$ cat src/hw/rtl/igx_pkg.sv
package igx_pkg;

  localparam int PATTERN_LEN = 7;
  localparam int PAT_IDX_W   = 3;
  localparam int QUEUE_DEPTH = 4;
  localparam int QUEUE_PTR_W = 2;

  localparam logic [2:0] CMD_WRITE_ADDR = 3'd0;
  localparam logic [2:0] CMD_DATA_RX    = 3'd1;
  localparam logic [2:0] CMD_STOP       = 3'd2;
  localparam logic [2:0] CMD_READ       = 3'd3;

  localparam logic [7:0] ADDR_DIR   = 8'h00;
  localparam logic [7:0] ADDR_PORT  = 8'h09;
  localparam logic [7:0] ADDR_LATCH = 8'h0A;

  localparam logic [7:0] DIR_RESET = 8'hFF;

  localparam logic [1:0] PHASE_IDLE = 2'd0;
  localparam logic [1:0] PHASE_ADDR = 2'd1;
  localparam logic [1:0] PHASE_DATA = 2'd2;

  typedef enum logic [1:0] {
    OP_CLEAR = 2'd0,
    OP_DATA  = 2'd1,
    OP_STOP  = 2'd2,
    OP_READ  = 2'd3
  } igx_op_t;

  typedef struct packed {
    igx_op_t    op;
    logic [7:0] rx_byte;
    logic [7:0] pin_value;
  } igx_entry_t;

  typedef struct packed {
    logic full;
    logic nonempty;
  } igx_q_status_t;

  function automatic logic [7:0] sweep_byte(input logic [PAT_IDX_W-1:0] idx);
    logic [7:0] val;
    case (idx)
      3'd0: val = 8'b1111_0000;
      3'd1: val = 8'b0111_1000;
      3'd2: val = 8'b0011_1110;
      3'd3: val = 8'b0001_1111;
      3'd4: val = 8'b0011_1110;
      3'd5: val = 8'b0111_1000;
      3'd6: val = 8'b1111_0000;
      default: val = 8'h00;
    endcase
    return val;
  endfunction

endpackage

$ cat src/hw/rtl/igx_front.sv
module igx_front import igx_pkg::*; (
  input  logic          in_valid,
  input  logic [2:0]    cmd,
  input  logic [7:0]    rx_byte,
  input  logic [7:0]    pin_value,
  input  igx_q_status_t q_status,
  output logic          in_stall,
  output logic          push,
  output igx_entry_t    push_entry
);

  igx_op_t op;

  always_comb begin
    unique case (cmd)
      CMD_DATA_RX: op = OP_DATA;
      CMD_STOP:    op = OP_STOP;
      CMD_READ:    op = OP_READ;
      default:     op = OP_CLEAR;
    endcase
  end

  assign in_stall             = q_status.full;
  assign push                 = in_valid && !q_status.full;
  assign push_entry.op        = op;
  assign push_entry.rx_byte   = rx_byte;
  // pins are sampled when the event is taken, not when it executes
  assign push_entry.pin_value = pin_value;

endmodule

$ cat src/hw/rtl/igx_queue.sv
module igx_queue import igx_pkg::*; (
  input  logic          clk,
  input  logic          rst,
  input  logic          push,
  input  igx_entry_t    push_entry,
  input  logic          pop,
  output igx_q_status_t q_status,
  output igx_entry_t    head
);

  igx_entry_t mem [QUEUE_DEPTH];

  logic [QUEUE_PTR_W-1:0] wr_ptr;
  logic [QUEUE_PTR_W-1:0] rd_ptr;
  logic [QUEUE_PTR_W:0]   count;

  always_ff @(posedge clk) begin
    if (push) begin
      mem[wr_ptr] <= push_entry;
    end
  end

  always_ff @(posedge clk) begin
    if (rst) begin
      wr_ptr <= '0;
      rd_ptr <= '0;
      count  <= '0;
    end else begin
      if (push) begin
        wr_ptr <= wr_ptr + 1'b1;
      end
      if (pop) begin
        rd_ptr <= rd_ptr + 1'b1;
      end
      if (push && !pop) begin
        count <= count + 1'b1;
      end else if (pop && !push) begin
        count <= count - 1'b1;
      end
    end
  end

  assign q_status.full     = (count == (QUEUE_PTR_W+1)'(QUEUE_DEPTH));
  assign q_status.nonempty = (count != '0);
  assign head              = mem[rd_ptr];

endmodule

$ cat src/hw/rtl/igx_back.sv
module igx_back import igx_pkg::*; (
  input  logic          clk,
  input  logic          rst,
  input  logic          cfg_write_en,
  input  logic          cfg_write_data,
  input  igx_q_status_t q_status,
  input  igx_entry_t    head,
  output logic          pop,
  output logic          out_valid,
  input  logic          out_stall,
  output logic          tx_valid,
  output logic [7:0]    tx_byte,
  output logic [7:0]    dir_bits,
  output logic [7:0]    port_bits
);

  localparam logic [PAT_IDX_W:0] PAT_END = (PAT_IDX_W+1)'(PATTERN_LEN);

  logic                 latch_mode;
  logic [1:0]           phase;
  logic [7:0]           reg_address;
  logic [7:0]           reg_data;
  logic [7:0]           dir_reg;
  logic [7:0]           port_reg;
  logic [7:0]           latch_shadow;
  logic [PAT_IDX_W-1:0] pattern_index;
  logic [7:0]           tx_hold;

  logic [1:0]           phase_next;
  logic [7:0]           reg_address_next;
  logic [7:0]           reg_data_next;
  logic [7:0]           dir_reg_next;
  logic [7:0]           port_reg_next;
  logic [7:0]           latch_shadow_next;
  logic [PAT_IDX_W-1:0] pattern_index_next;
  logic [7:0]           tx_hold_next;
  logic                 tx_valid_next;

  logic [7:0]           read_value;
  logic [PAT_IDX_W-1:0] pattern_step;
  logic [PAT_IDX_W:0]   pattern_inc;

  // the state registers double as the result payload, so update only when the slot frees
  assign pop = q_status.nonempty && (!out_valid || !out_stall);

  assign pattern_inc  = {1'b0, pattern_index} + 1'b1;
  assign pattern_step = (pattern_inc >= PAT_END) ? '0 : pattern_inc[PAT_IDX_W-1:0];

  always_comb begin
    case (reg_address)
      ADDR_DIR:   read_value = ~dir_reg;
      ADDR_PORT:  read_value = head.pin_value;
      ADDR_LATCH: read_value = latch_mode ? sweep_byte(pattern_index) : latch_shadow;
      default:    read_value = reg_data;
    endcase
  end

  always_comb begin
    phase_next         = phase;
    reg_address_next   = reg_address;
    reg_data_next      = reg_data;
    dir_reg_next       = dir_reg;
    port_reg_next      = port_reg;
    latch_shadow_next  = latch_shadow;
    pattern_index_next = pattern_index;
    tx_hold_next       = tx_hold;
    tx_valid_next      = 1'b0;
    unique case (head.op)
      OP_CLEAR: begin
        phase_next = PHASE_IDLE;
      end
      OP_DATA: begin
        if (phase == PHASE_IDLE) begin
          reg_address_next = head.rx_byte;
          phase_next       = PHASE_ADDR;
        end else begin
          reg_data_next = head.rx_byte;
          phase_next    = PHASE_DATA;
        end
      end
      OP_STOP: begin
        // the unused fourth phase behaves like the data phase
        if (phase[1]) begin
          if (reg_address == ADDR_DIR) begin
            dir_reg_next = ~reg_data;
          end else if (reg_address == ADDR_PORT) begin
            port_reg_next     = reg_data;
            latch_shadow_next = reg_data;
          end
          phase_next = PHASE_IDLE;
        end
      end
      OP_READ: begin
        if (phase == PHASE_ADDR) begin
          reg_data_next = read_value;
          tx_hold_next  = read_value;
          tx_valid_next = 1'b1;
          phase_next    = PHASE_IDLE;
          if (reg_address == ADDR_LATCH && latch_mode) begin
            pattern_index_next = pattern_step;
          end
        end
      end
      default: begin
        phase_next = PHASE_IDLE;
      end
    endcase
  end

  always_ff @(posedge clk) begin
    if (rst) begin
      latch_mode <= 1'b0;
    end else if (cfg_write_en) begin
      latch_mode <= cfg_write_data;
    end
  end

  always_ff @(posedge clk) begin
    if (rst) begin
      phase         <= PHASE_IDLE;
      reg_address   <= '0;
      reg_data      <= '0;
      dir_reg       <= DIR_RESET;
      port_reg      <= '0;
      latch_shadow  <= '0;
      pattern_index <= '0;
      tx_hold       <= '0;
      tx_valid      <= 1'b0;
      out_valid     <= 1'b0;
    end else begin
      if (pop) begin
        phase         <= phase_next;
        reg_address   <= reg_address_next;
        reg_data      <= reg_data_next;
        dir_reg       <= dir_reg_next;
        port_reg      <= port_reg_next;
        latch_shadow  <= latch_shadow_next;
        pattern_index <= pattern_index_next;
        tx_hold       <= tx_hold_next;
        tx_valid      <= tx_valid_next;
        out_valid     <= 1'b1;
      end else if (!out_stall) begin
        out_valid <= 1'b0;
      end
    end
  end

  assign tx_byte   = tx_hold;
  assign dir_bits  = dir_reg;
  assign port_bits = port_reg;

endmodule

$ cat src/hw/rtl/i2c_gpio_expander_slave_top.sv
// Register side of an I2C GPIO expander slave. Each request is one bus event (cmd,
// rx_byte, pin_value) and yields exactly one result carrying tx_valid, the transmit
// holding byte and the current direction and port bits. Requests are decoded and
// placed in a four-entry queue; the register engine takes one request per clock
// whenever the output register is free or being emptied, so the block sustains one
// request per cycle while out_stall stays low. An accepted request is written into the
// queue and then registered into the result registers. pin_value is sampled when the
// request is accepted. latch_mode may only be written while no request is in flight.
module i2c_gpio_expander_slave_top import igx_pkg::*; (
  input  logic       clk,
  input  logic       rst,
  input  logic       cfg_write_en,
  input  logic       cfg_write_data,
  input  logic       in_valid,
  output logic       in_stall,
  input  logic [2:0] cmd,
  input  logic [7:0] rx_byte,
  input  logic [7:0] pin_value,
  output logic       out_valid,
  input  logic       out_stall,
  output logic       tx_valid,
  output logic [7:0] tx_byte,
  output logic [7:0] dir_bits,
  output logic [7:0] port_bits
);

  igx_q_status_t q_status;
  igx_entry_t    push_entry;
  igx_entry_t    head;
  logic          push;
  logic          pop;

  igx_front u_front (
    .in_valid   (in_valid),
    .cmd        (cmd),
    .rx_byte    (rx_byte),
    .pin_value  (pin_value),
    .q_status   (q_status),
    .in_stall   (in_stall),
    .push       (push),
    .push_entry (push_entry)
  );

  igx_queue u_queue (
    .clk        (clk),
    .rst        (rst),
    .push       (push),
    .push_entry (push_entry),
    .pop        (pop),
    .q_status   (q_status),
    .head       (head)
  );

  igx_back u_back (
    .clk            (clk),
    .rst            (rst),
    .cfg_write_en   (cfg_write_en),
    .cfg_write_data (cfg_write_data),
    .q_status       (q_status),
    .head           (head),
    .pop            (pop),
    .out_valid      (out_valid),
    .out_stall      (out_stall),
    .tx_valid       (tx_valid),
    .tx_byte        (tx_byte),
    .dir_bits       (dir_bits),
    .port_bits      (port_bits)
  );

endmodule

$ cat config.mk
export PLATFORM = sky130hd
export DESIGN_NAME = i2c_gpio_expander_slave_top
export DESIGN_NICKNAME = d
export VERILOG_FILES = /design/src/hw/rtl/igx_pkg.sv /design/src/hw/rtl/igx_front.sv /design/src/hw/rtl/igx_queue.sv /design/src/hw/rtl/igx_back.sv /design/src/hw/rtl/i2c_gpio_expander_slave_top.sv
export SDC_FILE = /design/constraint.sdc
export NUM_CORES = 1
export LEC_CHECK = 0
export ABC_AREA = 0
export ABC_CLOCK_PERIOD_IN_PS = 2850
export BUFFER_PORTS_ARGS = -buffer_cell sky130_fd_sc_hd__buf_2
export CAP_MARGIN = 5
export CELL_PAD_IN_SITES_DETAIL_PLACEMENT = 1
export CELL_PAD_IN_SITES_GLOBAL_PLACEMENT = 2
export CORE_ASPECT_RATIO = 0.6
export CORE_MARGIN = 2
export CORE_UTILIZATION = 42
export CTS_BUF_LIST = sky130_fd_sc_hd__clkbuf_4
export CTS_CLUSTER_DIAMETER = 80
export CTS_CLUSTER_SIZE = 25
export DETAILED_ROUTE_END_ITERATION = 10
export GPL_ROUTABILITY_DRIVEN = 0
export PLACE_DENSITY_LB_ADDON = 0.1
export SKIP_LAST_GASP = 1
export SLEW_MARGIN = 20
export SYNTH_ARGS = -nofsm -noshare
export SYNTH_HDL_FRONTEND = slang
export SYNTH_SLANG_ARGS = --single-unit
export TNS_END_PERCENT = 30
$ cat constraint.sdc
create_clock -name clk -period 2.85 [get_ports clk]
set_input_delay 0.1425 -clock clk [delete_from_list [all_inputs] [get_ports clk]]
set_output_delay 0.1425 -clock clk [all_outputs]
set_load 0.01 [all_outputs]
==> flow_summary.ini <==
[outcome]
outcome = completed

[clock_tree]
clkLatencyLatePin_ns = 0.53
cts.sinks = 129
cts_hold_buf = 23
cts-root-buf = clkbuf_4
cts_tree = built
postCtsSetupRepairBufs = 0
clockBufferDepth = 2
post_cts_resized = 0
path_clk_slew_ns = 0.13
htree_levels = 4
numCtsBuffers = 17

[floorplanning]
die_w_um = 152.1
io_pins = 52
fp-row-count = 32
dieArea_mm2 = 0.01413
start_util = 0.4302
core_region_area_mm2 = 0.01285
die_h_um = 92.88

[setup_path]
crit_cells = 5
crit_chain = nor3_1, a21oi_1, nor2_1, o32ai_1, o41ai_1
cpPeakStageDelay_ns = 0.65
cp_slowest_cell = nor3_1
r2r_cells = 5
regToRegSetupSlack_ns = 0.42
path_class = flip-flop to flip-flop
cp-end-kind = flip-flop
crit_path_max_fanout = 13
reg2reg_from = u_back.reg_address[0]
cp_top_family = simple AND/OR/NAND/NOR gates
worst-path-buf-inv = 0
arrival_ns = 2.82
crit_required_ns = 3.24
r2r_end = u_back.reg_data[3]
critPathLaunchType = flip-flop

[synthesis]
ys_types = 55
syn_area_per_cell_um2 = 12.71
synth_commonest_cells = 72 x edfxtp_1, 57 x dfxtp_1, 56 x nor2_1
synthMuxAreaShare = 0.1337
synth_area_leaders = edfxtp_1 39%, dfxtp_1 21%, mux4_2 7.3%
synth-async-reset-ratio = 0
yosys.area.top_type_share = 0.3910
yosysTopAreaCell = edfxtp_1
synth.yosys.seq_area_share = 0.5974
ys.flop_type = edfxtp_1
synth_fa_ha_area_frac = 0.02625
synth-seq-cells = 129
yosys.cell_count.top_type = edfxtp_1
syn_nets = 471
synthSimpleGateAreaFrac = 0.1281
netlist_area_mm2 = 0.005529
synthXorXnorAreaFrac = 0.009504
synth_warnings = 0
synth_edf_count = 72
synth_top_family_by_area = multiplexers
synth_cells = 435
synth_compound_area_frac = 0.07830

[timing]
finClkSkew_ns = 0.02655
hold_ws_ns = 0.1212
fin_setup_tns_ns = 0
finalCriticalPeriod_ns = 2.430
slew_headroom = 0.5253
setup-violations-final = 0
fmax_mhz = 411.5
period_share = 0.8526
finalHoldViolCount = 0
finalMaxSlewViolations = 0
worstMarginPinSlew_ns = 0.7066
fin_ws_ns = 0.4200
rsz0062_at_grt = false

[routing]
wl_per_cell_um = 19.82
wl_um = 13940
drc_errors = 0
dr.pass1.iters = 4
vias_per_cell = 5.424
drt_iter0_drc = 182
detail-route-antenna-nets = 0
via_count = 3813

[placed_design]
pre_cts_ws_ns = 0.4320
port_buffers = 51
dpl.hpwl_um = 9793
dp_cells = 648
placed_area_mm2 = 0.006003

[finish]
finalInstanceArea_mm2 = 0.006479
multi_input_area_mm2 = 0.002078
drive_above_1_share = 0.2289
utilization = 0.5041
fillers = 1351
fin_nets = 556
insertedDiodeCount = 0
instances_no_fill = 703
regArea_mm2 = 0.003303
syn_to_final_growth_pct = 17.18

[global_routing]
antenna_found_initial = 0
grt_pass1_wl_um = 22220
grt_usage = 0.2089
globalRouteOverflowTotal = 0
grt_pass1_vias = 3981
grt_max_degree = 36

[run]
maxCapViolations = 0

[worst_hold_path]
whs_endpoint = u_queue.count[0]
min_from = rst
hold_path_depth = 2
min_path_type = primary input to flip-flop

[power]
vdd_drop_max_uv = 297.0
p_per_area_mw_per_mm2 = 761.0
power_leakage_nw = 2.405
p_total_mw = 4.930
==> worst reg2reg max path, stage by stage (launching register included) <==
cell and delay, ns:
dfxtp_1 0.47, nor3_1 0.65, a21oi_1 0.22, nor2_1 0.45, o32ai_1 0.16, o41ai_1 0.36
==> power by group <==
part           switching [mW]  leakage [nW]  internal (mW)
Sequential              0.142          1.12           2.17
Clock                   0.694         0.140          0.425
Combinational           0.895          1.14          0.609
==> kinds of logic (layout without fill, tap and decap cells) <==
logic type | count (synthesis) | in the layout
XOR/XNOR | 6 | 6
buffers and inverters | 34 | 132
adder cells (fa/ha/maj) | 11 | 11
AO/OA/AOI/OAI | 63 | 63
AND/OR/NAND/NOR | 141 | 141
multiplexers | 51 | 51
flip-flops | 129 | 129
==> metal layers <==
layer	part of all wire	routed length, um	GRT usage	vias to the layer above
li1	-	-	-	1789
met1	0.50	6998	0.3048	1924
met2	0.44	6096	0.3142	92
met3	0.054	753	0.05147	8
met4	0.0062	87	0.04984	0
met5	0	0	0	-
==> flip-flops by register name, summed over array words and instances, names as in the netlist, named ones only <==
register and cells:
u_queue.mem 72, u_back.dir_bits 8, u_back.port_bits 8, u_back.reg_address 8, u_back.reg_data 8, u_back.tx_byte 8, u_back.pattern_index 3, u_queue.count 3
u_back.phase 2, u_queue.rd_ptr 2, u_queue.wr_ptr 2, u_back.latch_mode 1, u_back.out_valid 1, u_back.tx_valid 1
==> how the worst max path moves through the flow <==
stage / from / to
after floorplan: u_queue.count[1] / u_queue.count[2]
after global placement: u_back.reg_address[3] / u_back.reg_data[4]
after detailed placement: u_back.reg_address[4] / u_back.reg_data[3]
after CTS: u_back.reg_address[0] / u_back.reg_data[3]
after global routing: u_back.reg_address[3] / u_back.reg_data[6]
final: u_back.reg_address[0] / u_back.reg_data[3]
==> placed cells by master, fill, tap and decap left out, types with 5 or more instances in the layout <==
master,instances
edfxtp_1,72
clkbuf_4,17
dlygate4sd3_1,23
and2_1,5
buf_4,15
nand2_1,18
o21ai_0,13
a211oi_1,5
buf_2,51
a21oi_1,13
inv_1,11
or3_1,7
nand3_1,5
dfxtp_1,57
mux2i_1,30
nor2_1,56
mux4_2,18
nor3_1,14
nor2b_1,12
nand2b_1,5
ha_1,10
xor2_1,5
o211ai_1,6
==> area by class of cell <==
class	count	area share
clock buffer	17	0.01970
clock inverter	15	0.01815
inverter	11	0.006373
multi-input combinational	272	0.3208
sequential	129	0.5098
tap	170	0.03283
timing repair buffer	89	0.09231
Power figures use the tool's default switching activity.
